<file path="config.mk">
export PLATFORM = sky130hd
export DESIGN_NAME = mwrm_div
export DESIGN_NICKNAME = d
export VERILOG_FILES = /design/src/design/mwrm_pkg.sv /design/src/design/mwrm_div.sv
export SDC_FILE = /design/constraint.sdc
export NUM_CORES = 1
export LEC_CHECK = 0
export BUFFER_PORTS_ARGS = -buffer_cell sky130_fd_sc_hd__buf_2
export CORE_MARGIN = 2
export CORE_UTILIZATION = 46
export DETAILED_ROUTE_END_ITERATION = 12
export GPL_ROUTABILITY_DRIVEN = 0
export HOLD_SLACK_MARGIN = 0.15
export PLACE_DENSITY = 0.7
export SKIP_LAST_GASP = 1
export SYNTH_ARGS = -nofsm -noshare
export SYNTH_HDL_FRONTEND = slang
export SYNTH_SLANG_ARGS = --single-unit
export TNS_END_PERCENT = 5
</file>
<file path="constraint.sdc">
create_clock -name clk -period 7.5 [get_ports clk]
set_clock_uncertainty 0.2 [all_clocks]
set_input_delay 0.75 -clock clk [delete_from_list [all_inputs] [get_ports clk]]
set_output_delay 0.75 -clock clk [all_outputs]
set_load 0.005 [all_outputs]
</file>
<file path="src/design/mwrm_pkg.sv">
// Shared constants and types for the moving window rate meter.
package mwrm_pkg;

	localparam int WINDOW_DEPTH = 2048;
	localparam int IDX_W = $clog2(WINDOW_DEPTH);
	localparam int CNT_W = IDX_W + 1;
	localparam int WIN_W = 12;
	localparam int FPS_CFG_W = 8;
	localparam int TS_W = 48;
	localparam int BYTES_W = 32;
	localparam int TOTAL_W = 43;
	localparam int FPS_W = 32;
	localparam int KBPS_W = 40;
	localparam int NUM_W = 64;
	localparam int QUO_W = 40;
	localparam int BITS_W = 7;
	localparam int PCNT_W = 32;

	localparam int MUL_STEPS = 21;
	localparam int MUL_CNT_W = $clog2(MUL_STEPS);
	localparam logic [MUL_STEPS-1:0] RATE_SCALE = 21'd2000000;

	localparam int FPS_SHIFT = 7;
	localparam logic [BITS_W-1:0] FPS_NUM_BITS = BITS_W'(PCNT_W + FPS_SHIFT);
	localparam logic [BITS_W-1:0] KBPS_NUM_BITS = BITS_W'(NUM_W);

	localparam logic [WIN_W-1:0] WIN_RESET = 12'd1920;
	localparam logic [FPS_CFG_W-1:0] FPS_RESET = 8'd30;

	typedef enum logic {
		OP_ADD   = 1'b0,
		OP_CLEAR = 1'b1
	} op_t;

	typedef enum logic {
		REG_WINDOW_SIZE = 1'b0,
		REG_DEFAULT_FPS = 1'b1
	} reg_sel_t;

	typedef struct packed {
		logic start;
		logic [BITS_W-1:0] nbits;
	} div_req_t;

	typedef struct packed {
		logic done;
		logic ovf;
		logic [QUO_W-1:0] quo;
	} div_rsp_t;

endpackage

</file>
<file path="src/design/mwrm_div.sv">
// Bit-serial restoring divider with quotient overflow flag.
module mwrm_div
	import mwrm_pkg::*;
(
	input  logic                clk,
	input  logic                arst_n,
	input  div_req_t            req,
	input  logic [NUM_W-1:0]    numer,
	input  logic [TS_W-1:0]     divisor,
	output div_rsp_t            rsp
);

	logic [NUM_W-1:0]  num_q;
	logic [TS_W-1:0]   rem_q;
	logic [QUO_W-1:0]  quo_q;
	logic              ovf_q;
	logic [BITS_W-1:0] cnt_q;
	logic              busy_q;
	logic              done_q;

	logic [TS_W:0] rem_ext;
	logic [TS_W:0] diff;
	logic          ge;

	assign rem_ext = {rem_q, num_q[NUM_W-1]};
	assign diff    = rem_ext - {1'b0, divisor};
	assign ge      = !diff[TS_W];

	always_ff @(posedge clk or negedge arst_n) begin
		if (!arst_n) begin
			busy_q <= 1'b0;
			done_q <= 1'b0;
			cnt_q  <= '0;
		end else begin
			done_q <= 1'b0;
			if (req.start) begin
				num_q  <= numer;
				rem_q  <= '0;
				quo_q  <= '0;
				ovf_q  <= 1'b0;
				cnt_q  <= req.nbits;
				busy_q <= 1'b1;
			end else if (busy_q) begin
				num_q <= num_q << 1;
				rem_q <= ge ? diff[TS_W-1:0] : rem_ext[TS_W-1:0];
				quo_q <= {quo_q[QUO_W-2:0], ge};
				ovf_q <= ovf_q | quo_q[QUO_W-1];
				cnt_q <= cnt_q - BITS_W'(1);
				if (cnt_q == BITS_W'(1)) begin
					busy_q <= 1'b0;
					done_q <= 1'b1;
				end
			end
		end
	end

	assign rsp.done = done_q;
	assign rsp.ovf  = ovf_q;
	assign rsp.quo  = quo_q;

endmodule

</file>
# After elaboration in Yosys (flattened, before gate mapping)
# Index checks and enable logic that the tools add are counted.
[classes]
mux = 14
bitwise_logic = 1
reduce_logical = 3
add_sub_neg = 2
n_eq_ne = 1
[op_table]
columns = ["operator", "count"]
rows = [
  ["64-bit two-way mux", 2],
  ["48-bit two-way mux", 2],
  ["49-bit by 48-bit subtractor with 49-bit output", 1],
  ["40-bit two-way mux", 1],
  ["7-bit two-way mux", 2],
  ["7-bit by 1-bit equality test with 1-bit output, second input constant", 1],
  ["1-bit two-way mux", 7],
  ["7-bit by 1-bit subtractor with 7-bit output, second input constant", 1],
  ["2-bit AND reduction", 1],
  ["2-bit nonzero test", 1],
  ["1-bit zero test", 1],
  ["1-bit bitwise OR", 1],
]
[word_totals]
regBits = 162
in_bits = 122
output_inout_bits = 42

# Longest topological paths before layout
# Gate-level depths: netlist (run 1).
[logic_depth]
depth_word = 4
ltp_mapped = 16
depth_no_buf = 14

# Least setup slack after synthesis (run 1)
# Ideal clock, no wire load.
[synth_path]
path_kind = "input -> register"
start = "in req[7] (netlist bit)"
end = "reg num_q[0] (enable)"
path_buffers = 2
path_stages = 4
setup_time_ps = 493
t_arrival_ps = 4208
slack_ps = 2599
cell_sequence = "clkbuf_1 -> clkbuf_1 -> nor2_1 -> nor2b_1"
[synth_via]
elab_chain_len = 2
[synth_lines]
columns = ["element", "line", "text"]
rows = [
  ["from (decl)", "mwrm_div.sv:7", "input div_req_t req,"],
  ["2-bit nonzero test (no source line)", "-", ""],
  ["2-bit AND reduction (no source line)", "-", ""],
  ["to (signal assigned)", "mwrm_div.sv:37", "num_q <= numer;"],
  ["to (signal assigned)", "mwrm_div.sv:44", "num_q <= num_q << 1;"],
  ["to (decl)", "mwrm_div.sv:13", "logic [NUM_W-1:0] num_q;"],
]
# Every way passes these cells.
# A chain may end at the register's enable or synchronous reset.

# Worst setup path in the final report (run 1)
[layout_path]
start = "reg num_q[63]"
end = "reg rem_q[21], data pin"
[layout_via]
elab_chain_len = 3
[layout_lines]
columns = ["element", "line", "text"]
rows = [
  ["49-bit by 48-bit subtractor with 49-bit output", "mwrm_div.sv:26", "assign diff = rem_ext - {1'b0, divisor};"],
  ["48-bit two-way mux", "mwrm_div.sv:45", "rem_q <= ge ? diff[TS_W-1:0] : rem_ext[TS_W-1:0];"],
  ["48-bit two-way mux", "mwrm_div.sv:43", "end else if (busy_q) begin"],
  ["to (signal assigned)", "mwrm_div.sv:45", ""],
  ["to (decl)", "mwrm_div.sv:14", "logic [TS_W-1:0] rem_q;"],
]
# Every way passes these cells.

==> results summary, run 1 <==
The startpoint identified for the worst register-to-register timing path is num_q[63]. The total number of vias is between 7k and 8k. Among all flip-flop cells after synthesis, the most frequent one is edfxtp_1. The delay of the slowest cell on the worst path is about 480 ps.

Across the run, the number of max-cap violations was 0. Among the stages of the critical path, the cell type that occurs most often is inv_1. Gates resized during post-CTS repair numbered 0. Counting instances in the post-synthesis netlist gives the leading cell types as 153 x edfxtp_1, 113 x nand2_1, 107 x nor2_1. Buffers placed on the I/O ports in this run total approximately 160. The die is between 150 and 200 um wide. The area of the core region came out at around 23,000 um2.

The violation count after the first detailed-routing iteration is about 540. The final setup violation count is 0. The part of the Yosys area used for sequential elements is 0.461. The detail-routed via count per cell is 5.45. The post-detailed-route count of antenna-violating nets is 0. Yosys instantiated no cell more often than edfxtp_1. In this run the post-CTS setup repair buffer count came out at 0. The antenna diode count is 0.

The area of placed instances is about 11,000 um2. The worst hold path begins at req[5]. At the worst endpoint, the required time is 7440 ps.

The first detailed-routing pass took 4 iterations. The actual slew at the worst max-slew pin came out at roughly 910 ps. The worst hold path passes through 3 cells. The die extent in y is about 150 um. The critical path buffer and inverter count came out at 3. Buffers inserted to repair hold after CTS numbered 1. The fraction of power spent switching nets is 0.352. The tree built by TritonCTS fans out to roughly 160 sinks.

The summed negative setup slack over all endpoints came out at 0 ps. The leakage dissipation is around 5.3 nW. The switching component of the power came out at approximately 1.1 mW. TritonCTS built the clock tree. The number of nets in the finished design came out at about 1.3k. The initial core utilization is 0.464. The number of enable flip-flop cells after synthesis came out at between 150 and 200. The path class of the tightest hold or removal check is primary input to flip-flop. The number of warning messages in the yosys log came out at 0. In the synthesized netlist the async set-or-reset flop fraction comes to 0.0556. The maximum clock insertion buffer count is 2. The average wire per cell in the routed design is approximately 16 um. The synthesized netlist contains around 70 unique library cells. After synthesis the netlist holds a flip-flop and latch count of 162. The top-level I/O count is about 160. The cell area power density came out at ~260 nW/um2. The data arrival time of the worst path came out at approximately 4300 ps. The area overhead of the layout relative to synthesis is 15.1%. The internal power of the cells totals ~2.0 mW. The number of global-route vias before repair is about 7.6k. The global-route wire length before repair came out at ~38 mm. Synthesis produced 1,007 cells. The mean post-synth cell area is a little over 10 um2.

Along the worst path, the maximum fanout reaches 27. The CTS H-tree depth is 4. The final cell count without fillers is ~1.4k.

Summing all non-filler instances in the final layout gives an area of about 12,000 um2. The worst setup path is of the flip-flop to flip-flop kind. The remaining global-route overflow is 0. The number of antenna violations at the first check in global routing is 4. The worst-case IR drop observed on VDD is ~150 uV.

The ratio of final minimum period to clock period came out at 0.576. The overall track demand over capacity in global routing is 0.196. The total CTS buffers is 17.

The tree is rooted in a clkbuf_16. Power comes to between 3 and 4 mW. The most area-hungry cell type in the Yosys netlist is edfxtp_1.

The achievable frequency is 231 MHz. The path with the worst hold slack has its endpoint at cnt_q[5]. The time the worst path needs with I/O delays and setup is 4320 ps.

The flow ran to the end, and the final reports show no timing, DRC or antenna violations. The number of slew-limit violations in the final report was 0. The number of core rows came out at 55.

The net count of the mapped netlist is roughly 1.2k. The endpoint identified for the worst register-to-register timing path is rem_q[21]. In the routed design, unresolved DRC markers number 0.

The power share of the sequential group is 0.387. The core occupancy in the finished layout came out at 0.535. The register-to-register setup slack came out at about 3200 ps. The area share of the largest cell type after synthesis came out at 0.440.

The share of final-layout standard cells stronger than drive strength 1 is 0.252. The post-synthesis instance area came out at around 10,000 um2. The worst setup path is captured at a flip-flop. Measured against its own limit, the worst slew margin works out to 0.390. The placed wire-length estimate is between 15 and 20 mm. The slowest library cell on the worst path is xor2_4. The worst setup path is launched from a flip-flop.

Among cell families on the critical path, the largest total delay comes from compound AO/OA/AOI/OAI gates. Of the total power, the clock network draws 0.276. The total length of routed wires is roughly 23 mm. Entering global routing, the biggest net connects 110 pins. After clock tree synthesis, the clock-pin slew on the worst setup and hold paths is 70 ps. Yosys attributes the largest share of cell area to edfxtp_1 44%, mux2_2 7.0%, ha_1 6.0%, mux2i_1 4.4%, nand2_1 4.1%. Setup repair after global routing left no endpoint under its margin. After detailed placement, the design holds a cell count of 1,403.

The final hold violation count came to 0. The die area is between 20,000 and 25,000 um2. The worst-skew pair later-pin latency is about 430 ps. Traced cell by cell, the critical path runs through inv_1 > ha_1 > inv_1 > fa_1 > a21o_1 > and4_1 > o21ai_1 > o2111ai_1 > nand2_1 > o221ai_4 > xor2_4 > buf_4 > mux2_2 > mux2i_1 > nor2_1.

The depth of the worst register-to-register path came out at 15. The share of power burned in combinational logic came out at 0.336.
-- layout by cell type, fill, tap and decap left out, types with 9 or more instances in the layout --
| cell type | Yosys | routed |
|---|---|---|
| mux2_2 | 65 | 65 |
| a211oi_1 | 10 | 10 |
| buf_2 | 12 | 161 |
| nand3_1 | 10 | 10 |
| a21oi_1 | 77 | 77 |
| xnor2_1 | 30 | 30 |
| xor2_1 | 17 | 17 |
| nor2_1 | 107 | 107 |
| o21bai_1 | 10 | 10 |
| a311oi_1 | 27 | 27 |
| mux2i_1 | 46 | 46 |
| nand4_1 | 11 | 11 |
| ha_1 | 50 | 50 |
| edfxtp_1 | 153 | 153 |
| a21o_1 | 20 | 20 |
| clkbuf_16 | 0 | 17 |
| inv_1 | 62 | 62 |
| o21ai_0 | 35 | 35 |
| nand2_1 | 113 | 113 |
| and3_1 | 9 | 9 |
-- flip-flops by register name, summed over array words and instances, names as in the netlist --
register  flops
rem_q        48
done_q        1
cnt_q         7
ovf_q         1
quo_q        40
num_q        64
busy_q        1
-- metrics by stage --
| step | setup slack [ps] | hold WS, ps |
|---|---|---|
| floorplan | 2600 | 254 |
| global placement | 2890 | 328 |
| detailed placement | 2800 | 335 |
| CTS | 3150 | 306 |
| global route | 2870 | 318 |
| finish | 3180 | 316 |
-- layer usage --
layer	vias up	routed length [um]	GRT usage
li1	3946	-	-
met5	-	16	0
met4	2	339	0.0503
met1	3684	10500	0.258
met3	29	1540	0.0628
met2	167	10700	0.315
-- area by class of cell --
cell class | instances | area [um2]
fill | 2004 | 10500
multi-input combinational | 725 | 5150
sequential | 162 | 4820
timing repair buffer | 170 | 880
clock buffer | 17 | 425
tap | 285 | 357
inverter | 62 | 233
clock inverter | 15 | 163
-- kinds of logic (layout without fill, tap and decap cells) --
| logic type | after synthesis | after routing | share of synthesized area |
|---|---|---|---|
| AND/OR/NAND/NOR | 283 | 283 | 0.119 |
| AO/OA/AOI/OAI | 231 | 231 | 0.153 |
| flip-flops | 162 | 162 | 0.461 |
| buffers and inverters | 120 | 264 | 0.0480 |
| multiplexers | 111 | 111 | 0.114 |
| adder cells (fa/ha/maj) | 51 | 51 | 0.0618 |
| XOR/XNOR | 49 | 49 | 0.0436 |
-- worst max path at each step --
stage                           from        end  slack (ps)  depth (start not counted)
after floorplan               req[7]   num_q[0]        2600                          4
after global placement    divisor[0]  rem_q[21]        2890                         15
after detailed placement  divisor[0]  rem_q[21]        2800                         15
after global routing       num_q[63]  rem_q[21]        2870                         15
after CTS                  num_q[63]  rem_q[21]        3150                         15
final                      num_q[63]  rem_q[21]        3180                         15
-- tightest hold or removal path, cell delays in order --
cell	delay, ps
buf_2	70
nand2_1	30
o21ai_0	50
-- power by group through the flow --
stage	clock network [mW]	registers (mW)	logic, mW
after CTS	0.889	1.22	1.06
after global routing	0.921	1.23	1.19
after floorplan	0	1.21	0.843
final	0.868	1.22	1.06
after global placement	0	1.23	1.04
after detailed placement	0	1.24	1.05
Power figures use the tool's default switching activity.
==> run 2: changes to the inputs <==
PLACE_DENSITY = 0.72   (was 0.7)
clock period = 3.8 ns   (was 7.5 ns; I/O delays follow)
==> results summary, run 2 (synthesized netlist as in run 1, its figures left out) <==
The run finished with clean final reports. The share of power burned in the clock network came out at 0.283. The remaining max-slew budget at the tightest pin came out at 0.537. The number of antenna diodes in the final layout is 0. The worst register-to-register path begins at num_q[63].

The largest fanout on the critical path came out at 3. The final setup violation count came out at 0. The worst setup path is launched from a flip-flop. The register with the most flip-flops in the layout has between 60 and 70 of them. The commonest non-fill, non-tap cell in the layout is buf_2. The maximum clock insertion buffer count is 2. For this design the static power due to leakage is 5.70 nW.

The slowest library cell on the worst path is a2111oi_4. In this design, the critical path's most frequently occurring cell is inv_1. The finished layout holds between 1.5k and 2k standard cells, fillers aside. In this run the most critical hold path is launched from req[7]. The placed wire-length estimate is 17.0 mm. The delay of the slowest cell on the worst path is between 400 and 500 ps. The global-route wire length before repair came out at ~42 mm.

The number of slew-limit violations in the final report came out at 0. STA classifies the critical path endpoint as a flip-flop. The pin count of the biggest net entering global routing is a little over 90. Summed over all nets, the switching power comes to between 2 and 2.5 mW. The worst path setup slack after routing came out at 104 ps.

The fraction of power spent switching nets came out at 0.359. The detail-routed via count per cell is approximately 5.5. Across the run, the number of max-cap violations was 0.

The number of core rows came out at 55. After clock tree synthesis, the clock-pin slew on the worst setup and hold paths is ~90 ps. The number of clock sinks is approximately 160.

Including well taps, the total number of placed cells is 1,418. The share of power burned in combinational logic is 0.349. The number of antenna violations at the first check in global routing is 1. The number of nets in the finished design came out at between 1k and 1.5k. The overall track demand over capacity in global routing is 0.217. More flip-flops sit in one register than any other, and that register is num_q. Relative to the synthesized area, the layout overhead comes to 24.2%.

The CTS root buffer is clkbuf_16. The TritonCTS clock tree is done. The worst-skew pair later-pin latency is approximately 440 ps. Dividing the detail-routed wire length by the instance count gives 16.9 um. The number of global-route vias before repair is between 8k and 9k. The total length of routed wires came out at 25.7 mm.

In this run the count of I/O pins placed on the die edge is 164. The share of final-layout standard cells stronger than drive strength 1 came out at 0.248. The post-detailed-route count of antenna-violating nets is 0. The signal on the critical path passes through inv_1 > ha_1 > inv_1 > fa_1 > a21o_1 > and4_1 > o2111ai_2 > a31oi_4 > a2111oi_4 > o31ai_4 > nand4_1 > mux2i_1 > nor2_1 > a2111oi_0. The CTS H-tree depth came out at 4. Setup repair after global routing could not meet its margin everywhere.

The worst setup slack before clock tree synthesis came out at 23.5 ps. Input and output buffers added on the ports amount to 163. The time the worst path needs with I/O delays and setup is approximately 3700 ps. Measured along the x axis, the die boundary spans 155 um. The final hold violation count is 0. The cell area power density came out at roughly 500 nW/um2.

The type of the most critical hold path is primary input to flip-flop. The DRC violations left came out at 0. The total CTS buffers is 17. For the worst setup path, the data arrival time is about 3700 ps.

The actual slew at the worst max-slew pin is between 600 and 700 ps. The most critical setup path has its startpoint at num_q[63]. The required time of the critical path came out at about 3800 ps. Of the available clock period, the critical path in the final layout requires 0.973. The internal power contribution is ~4.2 mW. The die extent in y came out at approximately 150 um. In the layout the commonest cells are 161 x buf_2, 153 x edfxtp_1, 113 x nand2_1.

The total area inside the core boundary comes to around 23,000 um2. The violation count after the first detailed-routing iteration came out at 570. The total number of vias is ~8.4k. The die area is roughly 24,000 um2.

The type of the setup path with the least slack is flip-flop to flip-flop. The largest registers in the layout are num_q: 64 flops, rem_q: 48 flops, quo_q: 40 flops. The share of total power dissipated in sequential elements is 0.367.

The remaining global-route overflow came out at 0. The initial core utilization is 0.464. The count of TritonRoute iterations in the first routing pass came out at 5. The maximum ir drop on the vdd rail came out at about 330 uV. The register-to-register setup slack is around 100 ps. The achievable frequency came out at between 200 and 300 MHz.
run 2: power by group through the flow:
stage	clock network (mW)	registers, mW	logic [mW]
5_1_grt	1.95	2.43	2.54
3_3_place_gp	0	2.43	2.13
4_1_cts	1.88	2.40	2.24
3_5_place_dp	0	2.43	2.18
2_1_floorplan	0	2.38	1.66
6_report	1.85	2.40	2.28
run 2: worst paths after layout:
kind | to | depth (start not counted)
worst min register to register | num_q[7] | 1
worst max-delay path | rem_q[42] | 14
worst max register to register | rem_q[42] | 14
worst min-delay path | cnt_q[1] | 3
min in group asynchronous | cnt_q[1] | 3
max in group asynchronous | busy_q | 3
run 2: layout make-up:
type,instances,area [um2]
Clock buffer,17,425
Clock inverter,15,221
Tap cell,285,357
Fill cell,1891,9520
Inverter,62,233
Multi-Input combinational cell,725,5160
Sequential cell,162,4820
Timing Repair Buffer,258,1760
run 2: worst max-delay path, delay by kind of cell, from the launching register on:
kind / cells / cell delay [ps]
AOI/OAI and AO/OA: 6 / 1580
adders and majority gates: 2 / 560
buffers and inverters: 2 / 130
DFF: 1 / 390
muxes: 1 / 190
and+or+nand+nor: 3 / 430
run 2: repair_timing:
action                                  in CTS  in global routing
endpoints found under the setup margin       0                 39
hold buffers                                72                  0
endpoints found under the hold margin       80                  0
resized for setup                            0                  2
buffers inserted                             0                  2
run 2: per-layer routing:
metal  share of wire  vias to the layer above  wire length (um)  track usage
met5         0.00043                        -                11            0
met4           0.014                        2               370       0.0573
met3           0.054                       31              1380       0.0415
met2            0.49                      245             12600        0.372
met1            0.44                     3975             11400        0.282
li1                -                     4120                 -            -
run 2: through the flow:
stage	hold WS (ps)	instance area (um2)	utilization	total power [mW]	setup TNS, ps
6_report	271	13000	0.577	6.53	0
5_1_grt	329	13000	0.577	6.92	-91.8
4_1_cts	270	12900	0.575	6.52	0
3_5_place_dp	336	11600	0.515	4.61	0
3_3_place_gp	328	11600	0.515	4.56	0
2_1_floorplan	-116	10500	-	4.05	0
==> run 3: changes to the inputs <==
PLACE_DENSITY = 0.69   (was 0.72)
==> results summary, run 3 (synthesized netlist as in run 1, its figures left out) <==
The flow ran to the end, and the final reports show no timing, DRC or antenna violations. The clock-pin slew of the registers on the worst-case setup and hold paths is ~80 ps. The detailed router used layers up to and including met4. On the worst path, the slowest cell contributes a delay of roughly 410 ps.

For this design, the slowest cell found on the critical path is fa_1. The endpoint identified for the worst register-to-register timing path is rem_q[46]. The required time of the critical path came out at 3830 ps.

The time the worst path needs with I/O delays and setup is approximately 3600 ps. The number of buffer cells added on primary ports came out at around 160. The final setup violation count came out at 0. In this run the count of I/O pins placed on the die edge is roughly 160. The number of slew-limit violations in the final report came out at 0. The most numerous cell type found on the critical path is inv_1. Measured along the y axis, the die boundary spans approximately 150 um.

The area overhead of the layout relative to synthesis came out at 24.8%. The path class of the tightest hold or removal check is primary input to asynchronous set/reset pin. The area of all sequential standard cells came out at ~4800 um2.

The area of the core region came out at about 23,000 um2. In the final layout, the registers with the most flip-flops are num_q: 64 flops, rem_q: 48 flops, quo_q: 40 flops. The leakage dissipation came out at between 5 and 6 nW. The overall track demand over capacity in global routing came out at 0.216. For this design the ratio of total power to cell area is between 500 and 600 nW/um2. The data arrival time of the worst path is around 3700 ps. The routed length on met1 came out at 11.4 mm.

TritonCTS built the clock tree. The count of TritonRoute iterations in the first routing pass is 5. The met3 routed wirelength is roughly 1.1 mm. Summed over all layers, the routed wires come to between 20 and 30 mm. The final hold violation count is 0.

The number of global-route vias before repair came out at 8,353. The actual slew at the worst max-slew pin is 755 ps. The ratio of final minimum period to clock period is 0.952. The register ranked first by flip-flop count is num_q. The number of antenna violations at the first check in global routing is 0. The number of flip-flops under the largest register name is 64.

For this configuration, the core starts out at a cell density of 0.464. The type of the setup path with the least slack is flip-flop to flip-flop. The CTS root buffer is clkbuf_16. The core occupancy in the finished layout is 0.580. The number of core rows is 55. The worst-skew pair later-pin latency is approximately 430 ps. Setup repair after global routing could not meet its margin everywhere. The worst path setup slack after routing came out at 184 ps. The critical path startpoint category is a flip-flop. The depth of the worst register-to-register path came out at 14. In this run the tightest slew margin relative to its limit is 0.497. The post-detailed-route count of antenna-violating nets is 0. In the layout the commonest cells are 161 x buf_2, 153 x edfxtp_1, 111 x nand2_1. The total CTS buffers is 17. The share of final-layout standard cells stronger than drive strength 1 came out at 0.252. The CTS H-tree depth is 4. The antenna diode count came out at 0. The max-cap violation count came out at 0. Entering global routing, the biggest net connects 91 pins. The worst-case hold slack came out at 284 ps. Using the TritonRoute via totals, the vias-per-cell ratio works out to 5.40. The number of instances in the placed design came out at around 1.4k.

The die area is ~24,000 um2. The finished layout cell area is roughly 13,000 um2. The wire-length estimate of the detail-placed layout is 16.8 mm.

The maximum clock insertion buffer count is 2. The number of nets in the finished design is around 1.4k. The die extent in x came out at 155 um. The worst register-to-register path begins at num_q[63].

The first global-routing pass estimated about 42 mm of wire. In this run the worst path has a maximum fanout of 6. The number of clock sinks is between 150 and 200. STA classifies the critical path endpoint as a flip-flop.

The register-to-register setup slack came out at 180 ps. The final cell count without fillers is approximately 1.5k. The worst setup slack before clock tree synthesis is -5.73 ps.

The DRC violations left came out at 0. The detailed-routed wire length on met2 came out at around 13 mm. The detailed router finished its first iteration with about 480 violations. The total number of vias came out at slightly above 8k.

The remaining global-route overflow came out at 0. The average wire per cell in the routed design came out at 16.6 um. The number of fill cells came out at between 1.5k and 2k. The library cell used most frequently in the layout, excluding fill and tap cells, is buf_2. IR analysis of the VDD net gives a maximum drop of around 320 uV. The signal on the critical path passes through inv_1 > ha_1 > inv_1 > fa_1 > a21o_1 > and4_1 > o21ai_2 > o2111ai_1 > nand2_2 > o221ai_4 > buf_12 > xnor2_2 > a21oi_1 > a2111oi_2. Summing all placed instances gives a cell area of 11,600 um2. The achievable frequency came out at ~280 MHz. The total area of multi-input combinational cells came out at approximately 5200 um2.
==> run 3: layout make-up <==
class / count / area share
multi-input combinational: 726 / 0.399
clock buffer: 17 / 0.0326
inverter: 62 / 0.0178
clock inverter: 15 / 0.0154
tap: 285 / 0.0273
timing repair buffer: 259 / 0.138
sequential: 162 / 0.370
==> run 3: worst max-delay path by stage <==
stage / depth (start not counted) / startpoint / end / slack [ps]
2_1_floorplan: 14 / num_q[63] / rem_q[36] / 380
4_1_cts: 14 / num_q[63] / rem_q[8] / 60
3_3_place_gp: 14 / divisor[0] / rem_q[46] / 110
3_5_place_dp: 14 / divisor[0] / rem_q[42] / -6
5_1_grt: 14 / num_q[63] / rem_q[17] / -30
6_report: 14 / num_q[63] / rem_q[46] / 180
==> run 3: through the flow <==
step	setup TNS, ps	total power [mW]
2_1_floorplan	0	4.05
3_3_place_gp	0	4.56
6_report	0	6.54
5_1_grt	-110	6.93
4_1_cts	0	6.48
3_5_place_dp	-5.73	4.60
==> run 3: what timing repair did <==
item                                    4_1_cts  5_1_grt
hold buffers                                 72        0
gates resized for setup                       1        9
endpoints found under the setup margin        1       44
buffers inserted                              0        4
hold endpoints to repair                     76        0
cloned                                        0        1
pin swaps                                     0        6
==> run 3: worst max-delay path: cells and delay by family, from the launching register on <==
kind | cells | cell delay, ps
AND/OR/NAND/NOR | 2 | 410
adder cells (fa/ha/maj) | 2 | 560
flip-flops | 1 | 390
XOR/XNOR | 1 | 270
AO/OA/AOI/OAI | 6 | 1250
buffers and inverters | 3 | 330
==> run 3: power breakdown <==
group	total, mW	switching [mW]	internal [mW]
Combinational	2.34	1.27	1.06
Clock	1.80	0.891	0.910
Sequential	2.40	0.161	2.24
Total	6.54	2.32	4.21
==> run 3: layer usage <==
layer / up-vias / GRT usage
li1: 4122 / -
met1: 3926 / 0.278
met2: 182 / 0.376
met3: 17 / 0.0412
met4: 0 / 0.0511
met5: - / 0
